--- config.mk ---
export PLATFORM = sky130hd
export DESIGN_NAME = qstk_ram
export DESIGN_NICKNAME = d
export VERILOG_FILES = /design/src/hdl/qstk_ram.sv
export SDC_FILE = /design/constraint.sdc
export NUM_CORES = 1
export LEC_CHECK = 0
export BUFFER_PORTS_ARGS = -buffer_cell sky130_fd_sc_hd__buf_2
export CAP_MARGIN = 20
export CORE_MARGIN = 2
export CORE_UTILIZATION = 53
export DETAILED_ROUTE_END_ITERATION = 16
export PLACE_DENSITY_LB_ADDON = 0.25
export SLEW_MARGIN = 20
export SYNTH_ARGS = -nofsm -noshare
export SYNTH_HDL_FRONTEND = slang
export SYNTH_SLANG_ARGS = --single-unit
--- constraint.sdc ---
create_clock -name clk -period 2.1 [get_ports clk]
set_input_delay 0.21 -clock clk [delete_from_list [all_inputs] [get_ports clk]]
set_output_delay 0.21 -clock clk [all_outputs]
set_load 0.02 [all_outputs]
--- src/hdl/qstk_ram.sv ---
// Generic simple dual-port RAM: one write port, one read port, registered read.
// No dependencies.
`timescale 1ns / 1ps

module qstk_ram #(
	parameter int WIDTH = 8,
	parameter int DEPTH = 16
) (
	input  logic                     clk,
	input  logic                     we,
	input  logic [$clog2(DEPTH)-1:0] waddr,
	input  logic [WIDTH-1:0]         wdata,
	input  logic [$clog2(DEPTH)-1:0] raddr,
	output logic [WIDTH-1:0]         rdata
);

	logic [WIDTH-1:0] mem [DEPTH];

	always_ff @(posedge clk) begin
		if (we) begin
			mem[waddr] <= wdata;
		end
		rdata <= mem[raddr];
	end

endmodule

==> flow_summary.ini <==
[job]
drv_cap = 0

[worst_setup_path]
slowest_stage = mux4_1
cpPeakStageDelay_ns = 0.54
worstSetupStartpointType = flop
path_class = reg -> reg
path_cells = mux4_1, a22oi_1, nand2_1
cp_data_required_time_ns = 2.49
crit_fanout = 1
endpoint_kind = flop
regToRegSetupSlack_ns = 0.66
critPathArrivalTime_ns = 1.83

[global_route]
overflow = 0
grt_first_pass_wirelength_um = 14800
grt_pass1_vias = 2519
grt_antenna_before_repair = 0
grt_max_degree = 33
track_usage = 0.210

[logic_synthesis]
syn_inst = 229
synth_nets = 247
yosysSeqAreaShare = 0.778
ys_types = 19
yosysWarnings = 0
netlist_area_mm2 = 0.00515
synth_area_per_cell_um2 = 22.5
ys_ff_latch = 136

[route]
drcViolationCount = 0
routed_via_density = 5.72
antenna_left = 0
wl_per_cell_um = 23.2
firstDrtPassIters = 4
routed-via-count = 2437
wl_um = 9890
drtIter0Drc = 170

[floorplanning]
die_x_um = 103
rows = 35
die_y_um = 103
core-area_mm2 = 0.00933
boundaryPins = 26
start_util = 0.552
dieArea_mm2 = 0.0105

[finish]
fin_util = 0.651
fin_area_mm2 = 0.00607
nets = 302
area_delta_synth_final_pct = 18.0
finalNonFillerCells = 426
antenna_cells = 0
drive_gt1_frac = 0.323
final_cell_mix = 128 x edfxtp_1, 25 x buf_2, 19 x buf_4
final_common_cell = edfxtp_1

[sta]
worst_slew_pin_slew_ns = 0.583
fmax_ghz = 0.697
slew_viol_final = 0
period_needed_ns = 1.44
slew_headroom = 0.611
worst_slack_ns = 0.665
rsz0062_at_grt = no
fin_hold_ws_ns = 0.0726
min_period_over_period = 0.684
hold_viol_final = 0
setup_violations = 0
final.setup.tns_ns = 0
finClkSkew_ns = 0.00728

[clocking]
cts_sinks = 136
post_cts_resized = 0
cts_buffers = 17
clk_pin_slew_ns = 0.06
post_cts_buffers = 0
clock_latency_ns = 0.51
cts_tree = built
cts_buffer_depth = 2
postCtsHoldBufs = 0
root_buffer = clkbuf_8
htreeDepth = 4

[place]
place_inst = 394
dp_hpwl_um = 6230
place_ws_ns = 0.338
io_buffers = 25
gp_congestion = 0.794
place_area_mm2 = 0.00553

[run_status]
status = completed

[min_path]
hold_class = in -> reg

[pwr]
leakage_nw = 2.08
p_total_mw = 6.02
powerDensity_mw_per_mm2 = 992
peakVddDrop_uv = 489
per-layer routing:
layer	wire length [µm]	global-route usage
met5	0	0
met4	84	0.0779
met2	5110	0.336
met3	546	0.0563
met1	4150	0.281
worst max-delay path: cells and delay by family, from the launching register on:
| family | cells | cell delay (ns) |
|---|---|---|
| multiplexers | 1 | 0.54 |
| flip-flops | 1 | 0.38 |
| AO/OA/AOI/OAI | 1 | 0.31 |
| AND/OR/NAND/NOR | 1 | 0.08 |
cell families after synthesis:
group	count (synthesis)	share of synthesized area
multiplexers	32	0.150
AND/OR/NAND/NOR	35	0.0318
buffers and inverters	10	0.0168
flip-flops	136	0.778
AO/OA/AOI/OAI	16	0.0233
flip-flops by register name (all words and copies together) (netlist names):
name	count
rdata	8
mem	128
final cells by class:
cell class              count  area [µm²]
multi-input cells          83        1060
clock inverters            14         126
well taps                 129         161
fillers                   620        3250
repair buffers             46         308
flip-flops and latches    136        4000
clock buffers              18         418
cell usage after synthesis:
cell             instances  area share
or3b_2                   1      0.0017
mux4_2                  18       0.079
nand2_1                  9      0.0066
nand3b_1                 2      0.0029
nand3_1                  1     0.00097
buf_2                    3      0.0029
a22oi_1                 16       0.023
buf_6                    3      0.0066
edfxtp_1               128        0.75
mux4_1                  14       0.071
clkdlybuf4s25_2          3      0.0058
and2_1                   1      0.0012
nand2b_1                 2      0.0024
nor2b_1                  1      0.0012
and2b_1                  1      0.0015
dfxtp_1                  8       0.031
nor2_1                  13      0.0095
buf_4                    1      0.0015
nor3_1                   4      0.0039
report_power, final:
part / total (mW) / internal (mW) / switching [mW]
registers: 3.05 / 3.03 / 0.0176
clock network: 2.67 / 1.57 / 1.10
logic: 0.301 / 0.125 / 0.177
total: 6.02 / 4.73 / 1.29
path summary, 6_finish.rpt:
check        depth (start not counted)         to       start
max                                  3   rdata[5]   mem[1][5]
min                                  1  mem[4][2]    wdata[2]
max reg2reg                          3   rdata[5]   mem[1][5]
min reg2reg                          3   rdata[5]  mem[14][5]
(Power assumes the default switching activity.)
