===== src/hdl/qstk_pkg.sv =====
// Shared widths, register indexes and divider handshake types for the
// candle body moving average block. No dependencies.
`timescale 1ns / 1ps

package qstk_pkg;

	localparam int MAX_WINDOW = 256;
	localparam int RING_AW    = $clog2(MAX_WINDOW);
	localparam int WIN_W      = $clog2(MAX_WINDOW + 1);

	localparam int PRICE_W = 32;
	localparam int BODY_W  = PRICE_W + 1;
	localparam int SUM_W   = BODY_W + RING_AW;
	localparam int AVG_W   = 33;
	localparam int IDX_W   = 32;

	localparam int CFG_AW  = 2;
	localparam int CFG_DW  = 32;
	localparam int WLEN_W  = 9;

	localparam logic [CFG_AW-1:0] REG_WINDOW_LENGTH = CFG_AW'(0);
	localparam logic [CFG_AW-1:0] REG_START_INDEX   = CFG_AW'(1);

	localparam logic [WLEN_W-1:0] WLEN_RESET = WLEN_W'(14);

	localparam logic signed [AVG_W-1:0] AVG_MAX = {1'b0, {(AVG_W-1){1'b1}}};
	localparam logic signed [AVG_W-1:0] AVG_MIN = {1'b1, {(AVG_W-1){1'b0}}};

	localparam int DIV_CNT_W = $clog2(SUM_W + 1);

	typedef struct packed {
		logic                    start;
		logic signed [SUM_W-1:0] dividend;
		logic [WIN_W-1:0]        divisor;
	} div_req_t;

	typedef struct packed {
		logic busy;
		logic done;
	} div_sts_t;

endpackage


===== src/hdl/qstk_div.sv =====
// Serial signed divider: window sum by window length, one quotient bit per cycle,
// truncation toward zero and saturation to the result width. Uses qstk_pkg.
`timescale 1ns / 1ps

module qstk_div
	import qstk_pkg::*;
(
	input  logic                    clk,
	input  logic                    arst_n,
	input  div_req_t                req,
	output div_sts_t                sts,
	output logic signed [AVG_W-1:0] quotient
);

	logic [DIV_CNT_W-1:0] count_q;
	logic                 done_q;
	logic                 neg_q;
	logic [WIN_W-1:0]     divisor_q;
	logic [WIN_W-2:0]     rem_q;
	logic [SUM_W-1:0]     quo_q;

	logic [WIN_W-1:0]     trial;
	logic                 fits;
	logic [SUM_W-1:0]     mag;
	logic                 too_big;

	assign trial = {rem_q, quo_q[SUM_W-1]};
	assign fits  = trial >= divisor_q;
	assign mag   = req.dividend[SUM_W-1] ? SUM_W'(-req.dividend) : SUM_W'(req.dividend);

	always_ff @(posedge clk or negedge arst_n) begin
		if (!arst_n) begin
			count_q <= '0;
			done_q  <= 1'b0;
		end else begin
			done_q <= 1'b0;
			if (req.start) begin
				count_q <= DIV_CNT_W'(SUM_W);
			end else if (count_q != '0) begin
				count_q <= count_q - 1'b1;
				if (count_q == DIV_CNT_W'(1)) begin
					done_q <= 1'b1;
				end
			end
		end
	end

	always_ff @(posedge clk) begin
		if (req.start) begin
			neg_q     <= req.dividend[SUM_W-1];
			divisor_q <= req.divisor;
			rem_q     <= '0;
			quo_q     <= mag;
		end else if (count_q != '0) begin
			// shift in one dividend bit, subtract when the divisor fits
			rem_q <= fits ? (WIN_W-1)'(trial - divisor_q) : trial[WIN_W-2:0];
			quo_q <= {quo_q[SUM_W-2:0], fits};
		end
	end

	assign too_big = |quo_q[SUM_W-1:AVG_W-1];

	always_comb begin
		if (neg_q) begin
			quotient = too_big ? AVG_MIN : AVG_W'(~quo_q[AVG_W-1:0] + 1'b1);
		end else begin
			quotient = too_big ? AVG_MAX : AVG_W'(quo_q[AVG_W-1:0]);
		end
	end

	assign sts.busy = count_q != '0;
	assign sts.done = done_q;

endmodule


===== config.mk =====
export PLATFORM = sky130hd
export DESIGN_NAME = qstk_div
export DESIGN_NICKNAME = d
export VERILOG_FILES = /design/src/hdl/qstk_pkg.sv /design/src/hdl/qstk_div.sv
export SDC_FILE = /design/constraint.sdc
export NUM_CORES = 1
export LEC_CHECK = 0
export ABC_AREA = 1
export BUFFER_PORTS_ARGS = -buffer_cell sky130_fd_sc_hd__buf_2
export CORE_UTILIZATION = 50
export DETAILED_ROUTE_END_ITERATION = 7
export HOLD_SLACK_MARGIN = 0.1
export PLACE_DENSITY = 0.81
export SLEW_MARGIN = 20
export SYNTH_ARGS = -nofsm -noshare
export SYNTH_HDL_FRONTEND = slang
export SYNTH_SLANG_ARGS = --single-unit

===== constraint.sdc =====
create_clock -name clk -period 4.7 [get_ports clk]
set_input_delay 0.235 -clock clk [delete_from_list [all_inputs] [get_ports clk]]
set_output_delay 0.235 -clock clk [all_outputs]
set_load 0.02 [all_outputs]

==> results of run 1 <==
## final cells by class
class,instances,area share (%)
Sequential cell,66,27.8
Inverter,98,5.49
Tap cell,143,2.66
Multi-Input combinational cell,701,51.5
Clock inverter,6,0.559
Clock buffer,10,3.56
Timing Repair Buffer,101,8.42
## state kept, by name (all words and copies together), names as in the netlist
name,flops
quo_q,41
divisor_q,9
rem_q,8
count_q,6
done_q,1
neg_q,1
## metal layers
| layer | up-vias | GRT usage [%] | wire (um) |
|---|---|---|---|
| met5 | - | 0 | 0 |
| met4 | 0 | 10.4 | 391 |
| met3 | 25 | 3.64 | 988 |
| met2 | 205 | 45.2 | 7350 |
| met1 | 2775 | 38.3 | 7520 |
| li1 | 3153 | - | - |
## repair_timing
item / in CTS / in global routing
endpoints found under the setup margin: 0 / 0
hold buffers: 10 / 0
buffers inserted: 0 / 0
hold endpoints to repair: 16 / 0
## kinds of logic after synthesis
| logic type | count (synthesis) |
|---|---|
| flops | 66 |
| xor+xnor | 27 |
| fa+ha+maj | 14 |
| compound gates | 131 |
| simple gates | 529 |
| buf+inv | 126 |
## report_power, final
| part | switching, mW | internal, mW |
|---|---|---|
| sequential | 0.103 | 0.748 |
| clock | 0.257 | 0.372 |
| combinational | 0.503 | 0.286 |
## worst max-delay path by stage
stage	start	to	slack [ns]	cells past startpoint
6_report	quo_q[35]$_DFFE_PP_	quotient[17]	2.12	8
5_1_grt	quo_q[1]$_DFFE_PP_	quotient[30]	2.00	11
4_1_cts	quo_q[35]$_DFFE_PP_	quotient[17]	2.13	8
3_5_place_dp	quo_q[35]$_DFFE_PP_	quotient[17]	2.51	8
3_3_place_gp	quo_q[35]$_DFFE_PP_	quotient[17]	2.57	8
2_1_floorplan	count_q[0]$_DFFE_PN0P_	quo_q[0]$_DFFE_PP_	2.47	7
## through the flow
step / area [sq um] / util, % / power (mW) / worst slack, ns / instances
floorplan: 5840 / - / 1.43 / 2.47 / 893
global placement: 6340 / 55.5 / 1.61 / 2.57 / 1099
detailed placement: 6340 / 55.5 / 1.63 / 2.51 / 1099
CTS: 6720 / 58.8 / 2.26 / 2.13 / 1125
global route: 6720 / 58.8 / 2.42 / 2.00 / 1125
finish: 6720 / 58.8 / 2.27 / 2.12 / 1125
## worst register-to-register path, cell delays in order, from the launching register on
cell and delay (ns):
dfrtp_1 0.40, inv_1 0.08, ha_1 0.22, inv_1 0.10, nor2_1 0.08, inv_2 0.09
nor2_4 0.07, inv_1 0.09, buf_4 0.47
## placed cells by master, fill, tap and decap left out, types with 7 or more instances in the layout
cell type / instances
nand3b_1: 9
nand2_1: 231
dlygate4sd3_1: 10
clkbuf_16: 9
buf_2: 87
edfxtp_1: 51
nor2_2: 7
o21ai_0: 75
dfxtp_1: 8
inv_1: 94
nand4_1: 25
dfrtp_1: 7
xor2_1: 21
ha_1: 13
o21ai_1: 31
a21oi_1: 7
nor2_1: 115
nand3_1: 119
==> results_tabular.tex, run 1 <==
\begin{tabular}{lr}
\hline
Metric & Value \\
\hline
\multicolumn{2}{l}{\textbf{Die}} \\
Die Y-Extent & between 100 and 150 um \\
Horizontal die dimension & 110 um \\
I/O pin cnt & 88 \\
Number of cell rows & 39 \\
Starting density of the core & roughly half \\
Total core area & between 0.01 and 0.015 sq mm \\
Total Die Area & between 0.01 and 0.015 sq mm \\
\multicolumn{2}{l}{\textbf{Global routing}} \\
GR Util All Layers & 28.0\% \\
GRT Residual Overflow & 0 \\
Number of antenna violations at the first check in global routing & 0 \\
Maximum number of pins on one net before global-route repair & between 50 and 60 \\
Via count of the first global-routing pass & $\sim$5,400 \\
Global-route wire length before repair & about 26,000 um \\
\multicolumn{2}{l}{\textbf{Setup path}} \\
Critical path's slowest cell & edfxtp\_1 \\
Crit path kind & reg -> out \\
CP peak stage delay & between 0.3 and 0.4 ns \\
Ordered list of cells on the worst path & or2\_0 -> nor4\_2 -> nand2\_1 -> buf\_4 -> clkinv\_2 -> nand3\_1 -> o21ai\_1 -> buf\_2 \\
Buffer and inverter count on the worst path & 3 \\
Element type at the critical path end & output pin \\
Launch point of the worst reg-to-reg path & count\_q[0]\$\_DFFE\_PN0P\_ \\
Reg2Reg Capture Point & quo\_q[19]\$\_DFFE\_PP\_ \\
Worst-path fanout max & around 40 \\
Data required time at the worst endpoint & between 4 and 5 ns \\
Kind of start point of the critical path & register \\
Data arrival time of the critical path & 2.35 ns \\
Logic depth of the worst register-to-register path & 8 \\
Reg-to-reg setup timing slack & around 2.7 ns \\
Cell type group with the largest total delay on the critical path & buffers and inverters \\
\multicolumn{2}{l}{\textbf{Placement}} \\
Post-detail-place hpwl & around 12,000 um \\
Number of input and output port buffers inserted & 87 \\
RD Place Congestion & between 0.9 and 1 \\
\multicolumn{2}{l}{\textbf{Timing}} \\
Largest clock skew in the final design & roughly 0.0089 ns \\
Worst Max-Slew Pin Slew & around 0.95 ns \\
Number of endpoints failing setup at the final stage & 0 \\
WHS & approximately 0.25 ns \\
Hold Violations, Final & 0 \\
Fin. max-slew vios & 0 \\
Final critical-path required period & approximately 2.6 ns \\
Tightest slew margin relative to the limit & roughly 36\% \\
Setup TNS & 0 ns \\
Unrepaired setup endpoints after global routing & false \\
Final worst-path cycle share & about 55\% \\
Highest clock rate & around 390 MHz \\
\multicolumn{2}{l}{\textbf{Clock network}} \\
CTS tree & built \\
Total of cells resized after clock tree synthesis & 0 \\
Maximum buffer depth of the clock tree & 2 \\
TritonCTS buffer count & 9 \\
Buffer type at the clock tree root & clkbuf\_16 \\
H-tree depth reported by CTS & 3 \\
Clock insertion delay at the later pin of the skew report & $\sim$0.34 ns \\
Clock net sink count & 66 \\
Clock slew at reported path FFs & approximately 0.060 ns \\
\multicolumn{2}{l}{\textbf{Finish}} \\
Diode count & 0 \\
Proportion of layout cells with a drive suffix above 1 & between 10\% and 20\% \\
Layout area overhead & 15.1\% \\
Total of fill cells in the finished design & roughly 1,100 \\
Number of nets in the finished design & between 1,000 and 1,500 \\
Footprint of the multi-input gates & around 0.0035 sq mm \\
Reg area & roughly 0.0019 sq mm \\
\multicolumn{2}{l}{\textbf{Synth}} \\
Cell with the most instances after synthesis & nand2\_1 \\
Net count after synthesis & 960 \\
Number of synthesized flops with an enable pin & about 50 \\
Fraction of synthesis flops using an asynchronous set or reset pin & between 10\% and 20\% \\
Netlist area before placement & between 0.005 and 0.006 sq mm \\
Xor-xnor portion of the synthesized cell area & just over 4\% \\
Number of cells produced by synthesis & between 800 and 900 \\
Sequential element share of the synthesized area & between 30\% and 40\% \\
Post-synthesis share of cell area spent on full adders, half adders and majority gates & 3.13\% \\
Fraction of the mapped netlist area in compound gates & roughly an eighth \\
Leading cell types by total area after synthesis & edfxtp\_1, nand2\_1, nand3\_1 \\
Average footprint of a synthesized cell & 6.53 sq um \\
Prevailing post-synth register cell & edfxtp\_1 \\
Count of unique library cells instantiated by Yosys & 42 \\
Post-synthesis simple-gate area fraction & between 40 and 50\% \\
Area share of the leading cell type in the synthesized netlist & between 20\% and 30\% \\
Largest family of logic cells by synthesized area & simple AND/OR/NAND/NOR gates \\
Top cells by count, synth & nand2\_1, nand3\_1, nor2\_1 \\
Yosys warnings & 0 \\
Fraction of synthesized area in multiplexers & 0\% \\
Cell taking the most area after synthesis & edfxtp\_1 \\
Total of flip-flops plus latches after synthesis & 66 \\
\multicolumn{2}{l}{\textbf{Power}} \\
Maximum ir drop on the vdd rail & 0.382 mV \\
Static power due to leakage & 3.01 nW \\
Power Density & 338 mW/mm\^{}2 \\
\multicolumn{2}{l}{\textbf{Run}} \\
Max-capacitance violation count & 0 \\
\multicolumn{2}{l}{\textbf{Routing}} \\
Wirelength per Cell & 14.4 um \\
Drt total wl & between 15,000 and 20,000 um \\
1st-pass router iterations & 5 \\
Drt drc & 0 \\
Initial DRC count & $\sim$590 \\
Via count & between 6,000 and 7,000 \\
Routed via count divided by cell count & roughly 5.5 \\
DRT antenna net count & 0 \\
\multicolumn{2}{l}{\textbf{Outcome}} \\
Outcome & finished, final reports clean \\
\multicolumn{2}{l}{\textbf{Worst hold path}} \\
Worst hold path type & in -> async \\
\hline
\end{tabular}
No activity file was read; power rests on OpenSTA's default activity.
==> run 2, diff against run 1 <==
--- a/config.mk
+++ b/config.mk
@@ -5,12 +5,12 @@
 export SDC_FILE = /design/constraint.sdc
 export NUM_CORES = 1
 export LEC_CHECK = 0
-export ABC_AREA = 1
+export ABC_AREA = 0
 export BUFFER_PORTS_ARGS = -buffer_cell sky130_fd_sc_hd__buf_2
 export CORE_UTILIZATION = 50
 export DETAILED_ROUTE_END_ITERATION = 7
 export HOLD_SLACK_MARGIN = 0.1
-export PLACE_DENSITY = 0.81
+export PLACE_DENSITY = 0.86
 export SLEW_MARGIN = 20
 export SYNTH_ARGS = -nofsm -noshare
 export SYNTH_HDL_FRONTEND = slang
==> constraint.sdc (replaced) <==
create_clock -name clk -period 2.1 [get_ports clk]
set_input_delay 0.105 -clock clk [delete_from_list [all_inputs] [get_ports clk]]
set_output_delay 0.105 -clock clk [all_outputs]
set_load 0.02 [all_outputs]
==> run 2 against run 1 <==
Compared with the run above:
- the flow now finishes with violations (setup timing)
- sequential share of layout area fell by 2.5 points
- synthesized area decreased by 16%
- die area fell by 16%
- first-iteration DRC count increased by 14%
- global-route usage is 5.7 points higher
- clock skew increased by 0.0061 ns
- core utilization grew 20 points
- clock-buffer cell count decreased by 1
- non-clock buffer count grew 126
- critical path depth fell by 1
- sequential power is 99% higher
- critical path type unchanged
- critical endpoint is now quotient[28]
==> results_tabular.tex, run 2 <==
\begin{tabular}{lr}
\hline
Metric & Value \\
\hline
\multicolumn{2}{l}{\textbf{Finish}} \\
Most common cell after layout, fill and taps aside & buf\_4 \\
Largest registers ranked by flip-flop count & quo\_q: 41 flops, divisor\_q: 9 flops, rem\_q: 8 flops \\
Reg area & 0.00187 sq mm \\
Number of nets in the finished design & just over 800 \\
Footprint of the multi-input gates & $\sim$0.0034 sq mm \\
Proportion of layout cells with a drive suffix above 1 & between 40 and 50\% \\
Diode count & 0 \\
Most frequent cells in the layout & buf\_4, nor2\_1, buf\_2 \\
Largest Register & quo\_q \\
Total of fill cells in the finished design & roughly 480 \\
Flip-flop count of the largest register, all copies and words added & between 40 and 50 \\
Layout area overhead & 51.5\% \\
\multicolumn{2}{l}{\textbf{Die}} \\
Starting density of the core & a little over half \\
Number of cell rows & 35 \\
Total Die Area & between 0.01 and 0.015 sq mm \\
Die Y-Extent & about 100 um \\
Total core area & 0.00933 sq mm \\
Horizontal die dimension & $\sim$100 um \\
I/O pin cnt & slightly below 90 \\
\multicolumn{2}{l}{\textbf{Routing}} \\
Top Metal Used & met4 \\
Amount of wire on met2 after detailed routing & around 9000 um \\
Routed via count divided by cell count & roughly 6.4 \\
DRT antenna net count & 0 \\
Wirelength per Cell & around 21 um \\
Initial DRC count & 679 \\
Drt total wl & about 19,000 um \\
Drt drc & 0 \\
1st-pass router iterations & 6 \\
Via count & $\sim$5,600 \\
Routed met1 length & between 6000 and 7000 um \\
Wire length on met3 & between 1500 and 2000 um \\
\multicolumn{2}{l}{\textbf{Power}} \\
Total power after layout & around 4.0 mW \\
Static power due to leakage & about 3 nW \\
Power Density & approximately 540 mW/mm\^{}2 \\
Maximum ir drop on the vdd rail & 0.388 mV \\
\multicolumn{2}{l}{\textbf{Global routing}} \\
Via count of the first global-routing pass & $\sim$5,300 \\
Number of antenna violations at the first check in global routing & 0 \\
GR Util All Layers & $\sim$34\% \\
Maximum number of pins on one net before global-route repair & 44 \\
GRT Residual Overflow & 0 \\
Global-route wire length before repair & around 26,000 um \\
\multicolumn{2}{l}{\textbf{Outcome}} \\
Outcome & finished, violations left \\
Failing checks & setup timing \\
\multicolumn{2}{l}{\textbf{Clock network}} \\
Buffer type at the clock tree root & clkbuf\_8 \\
Clock insertion delay at the later pin of the skew report & 0.36 ns \\
Maximum buffer depth of the clock tree & 2 \\
Clock slew at reported path FFs & roughly 0.08 ns \\
TritonCTS buffer count & 9 \\
CTS tree & built \\
H-tree depth reported by CTS & 3 \\
Clock net sink count & 66 \\
\multicolumn{2}{l}{\textbf{Setup path}} \\
Worst-path fanout max & 5 \\
Buffer and inverter count on the worst path & 1 \\
Crit path kind & reg -> out \\
Cell type group with the largest total delay on the critical path & simple AND/OR/NAND/NOR gates \\
Kind of start point of the critical path & register \\
Data arrival time of the critical path & roughly 3.2 ns \\
Ordered list of cells on the worst path & or3\_4 -> or4\_4 -> or3\_4 -> or4\_4 -> o31ai\_4 -> xor2\_2 -> buf\_6 \\
Element type at the critical path end & output pin \\
Data required time at the worst endpoint & around 2.0 ns \\
Critical path's slowest cell & or4\_4 \\
CP peak stage delay & 0.53 ns \\
\multicolumn{2}{l}{\textbf{Synth}} \\
Prevailing post-synth register cell & edfxtp\_1 \\
Top cells by count, synth & nor2\_1, edfxtp\_1, xor2\_1 \\
Yosys warnings & 0 \\
Leading cell types by total area after synthesis & edfxtp\_1, xor2\_1, nor2\_1 \\
Sequential element share of the synthesized area & between 30\% and 40\% \\
Cell taking the most area after synthesis & edfxtp\_1 \\
Fraction of synthesis flops using an asynchronous set or reset pin & 10.6\% \\
Count of unique library cells instantiated by Yosys & 54 \\
Number of cells produced by synthesis & between 500 and 600 \\
Average footprint of a synthesized cell & a little under 9 sq um \\
Total of flip-flops plus latches after synthesis & 66 \\
Netlist area before placement & 0.00488 sq mm \\
Cell with the most instances after synthesis & nor2\_1 \\
Number of synthesized flops with an enable pin & 51 \\
Net count after synthesis & roughly 600 \\
Area share of the leading cell type in the synthesized netlist & a little under a third \\
\multicolumn{2}{l}{\textbf{Timing}} \\
Hold Violations, Final & 0 \\
Unrepaired setup endpoints after global routing & true \\
Largest clock skew in the final design & around 0.015 ns \\
Highest clock rate & roughly 300 MHz \\
Final critical-path required period & 3.28 ns \\
Final setup slack of the worst path & -1.18 ns \\
Number of endpoints failing setup at the final stage & 44 \\
Worst Max-Slew Pin Slew & approximately 0.55 ns \\
Fin. max-slew vios & 0 \\
Final worst-path cycle share & 156\% \\
Setup TNS & -23.77 ns \\
Tightest slew margin relative to the limit & approximately 63\% \\
\multicolumn{2}{l}{\textbf{Placement}} \\
Number of input and output port buffers inserted & 87 \\
RD Place Congestion & 0.950 \\
Post-detail-place hpwl & approximately 11,000 um \\
\multicolumn{2}{l}{\textbf{Run}} \\
Max-capacitance violation count & 0 \\
\multicolumn{2}{l}{\textbf{Worst hold path}} \\
Worst hold path type & in -> reg \\
\hline
\end{tabular}
[run 2: layout make-up]
cell class / instances / share of cell area (%)
clock buffers: 9 / 1.68
repair buffers: 227 / 23.1
well taps: 129 / 2.18
multi-input cells: 428 / 45.9
flip-flops and latches: 66 / 25.3
inverters: 21 / 1.15
clock inverters: 7 / 0.677
[run 2: metrics by stage]
step	setup WS [ns]	area (sq um)	instances	hold WS [ns]	utilization, %
finish	-1.18	7390	887	0.164	79.2
global route	-1.19	7390	887	0.186	79.2
CTS	-1.02	7070	877	0.157	75.8
detailed placement	-0.772	6370	837	-0.0555	68.3
global placement	-0.630	6370	837	-0.0607	68.3
floorplan	-0.547	5100	545	-0.191	-
[run 2: final timing paths]
| path | start | end | slack [ns] | cells after the start |
|---|---|---|---|---|
| max | quo_q[16]$_DFFE_PP_ | quotient[28] | -1.18 | 7 |
| max reg2reg | divisor_q[3]$_DFFE_PP_ | rem_q[6]$_SDFFE_PP0P_ | -0.13 | 10 |
| min | req[10] | quo_q[1]$_DFFE_PP_ | 0.16 | 3 |
| max in group asynchronous | arst_n | count_q[5]$_DFFE_PN0P_ | 1.17 | 3 |
| min reg2reg | count_q[3]$_DFFE_PN0P_ | count_q[3]$_DFFE_PN0P_ | 0.56 | 1 |
| min in group asynchronous | arst_n | done_q$_DFF_PN0_ | 0.69 | 3 |
[run 2: routing by layer]
layer,track usage (%),vias to the layer above
li1,-,2406
met1,40.2,2644
met2,57.6,449
met5,0,-
met3,7.35,150
met4,16.8,0
[run 2: tightest hold or removal path, stage by stage]
cell and delay [ns]:
buf_2 0.10, mux2i_1 0.07, a21oi_1 0.14
[run 2: report_power, final]
part / switching (mW) / internal, mW / total (mW)
combinational: 0.714 / 0.609 / 1.32
clock: 0.568 / 0.435 / 1.00
sequential: 0.125 / 1.57 / 1.69
[run 2: timing repair]
item,4_1_cts,5_1_grt
buffers inserted,11,15
gates resized for setup,78,59
gates cloned,1,0
pin swaps,11,24
setup endpoints to repair,41,57
endpoints found under the hold margin,17,0
hold buffers,12,0
[run 2: cell families (layout without fill, tap and decap cells)]
logic type / count (synthesis) / count (layout) / synth area share (%)
and+or+nand+nor: 201 / 201 / 20.9
AOI/OAI and AO/OA: 132 / 132 / 17.6
DFF: 66 / 66 / 38.3
xor gates and xnor gates: 63 / 63 / 11.3
buffers and inverters: 51 / 264 / 4.00
muxes: 18 / 18 / 4.11
adders and majority gates: 14 / 14 / 3.75
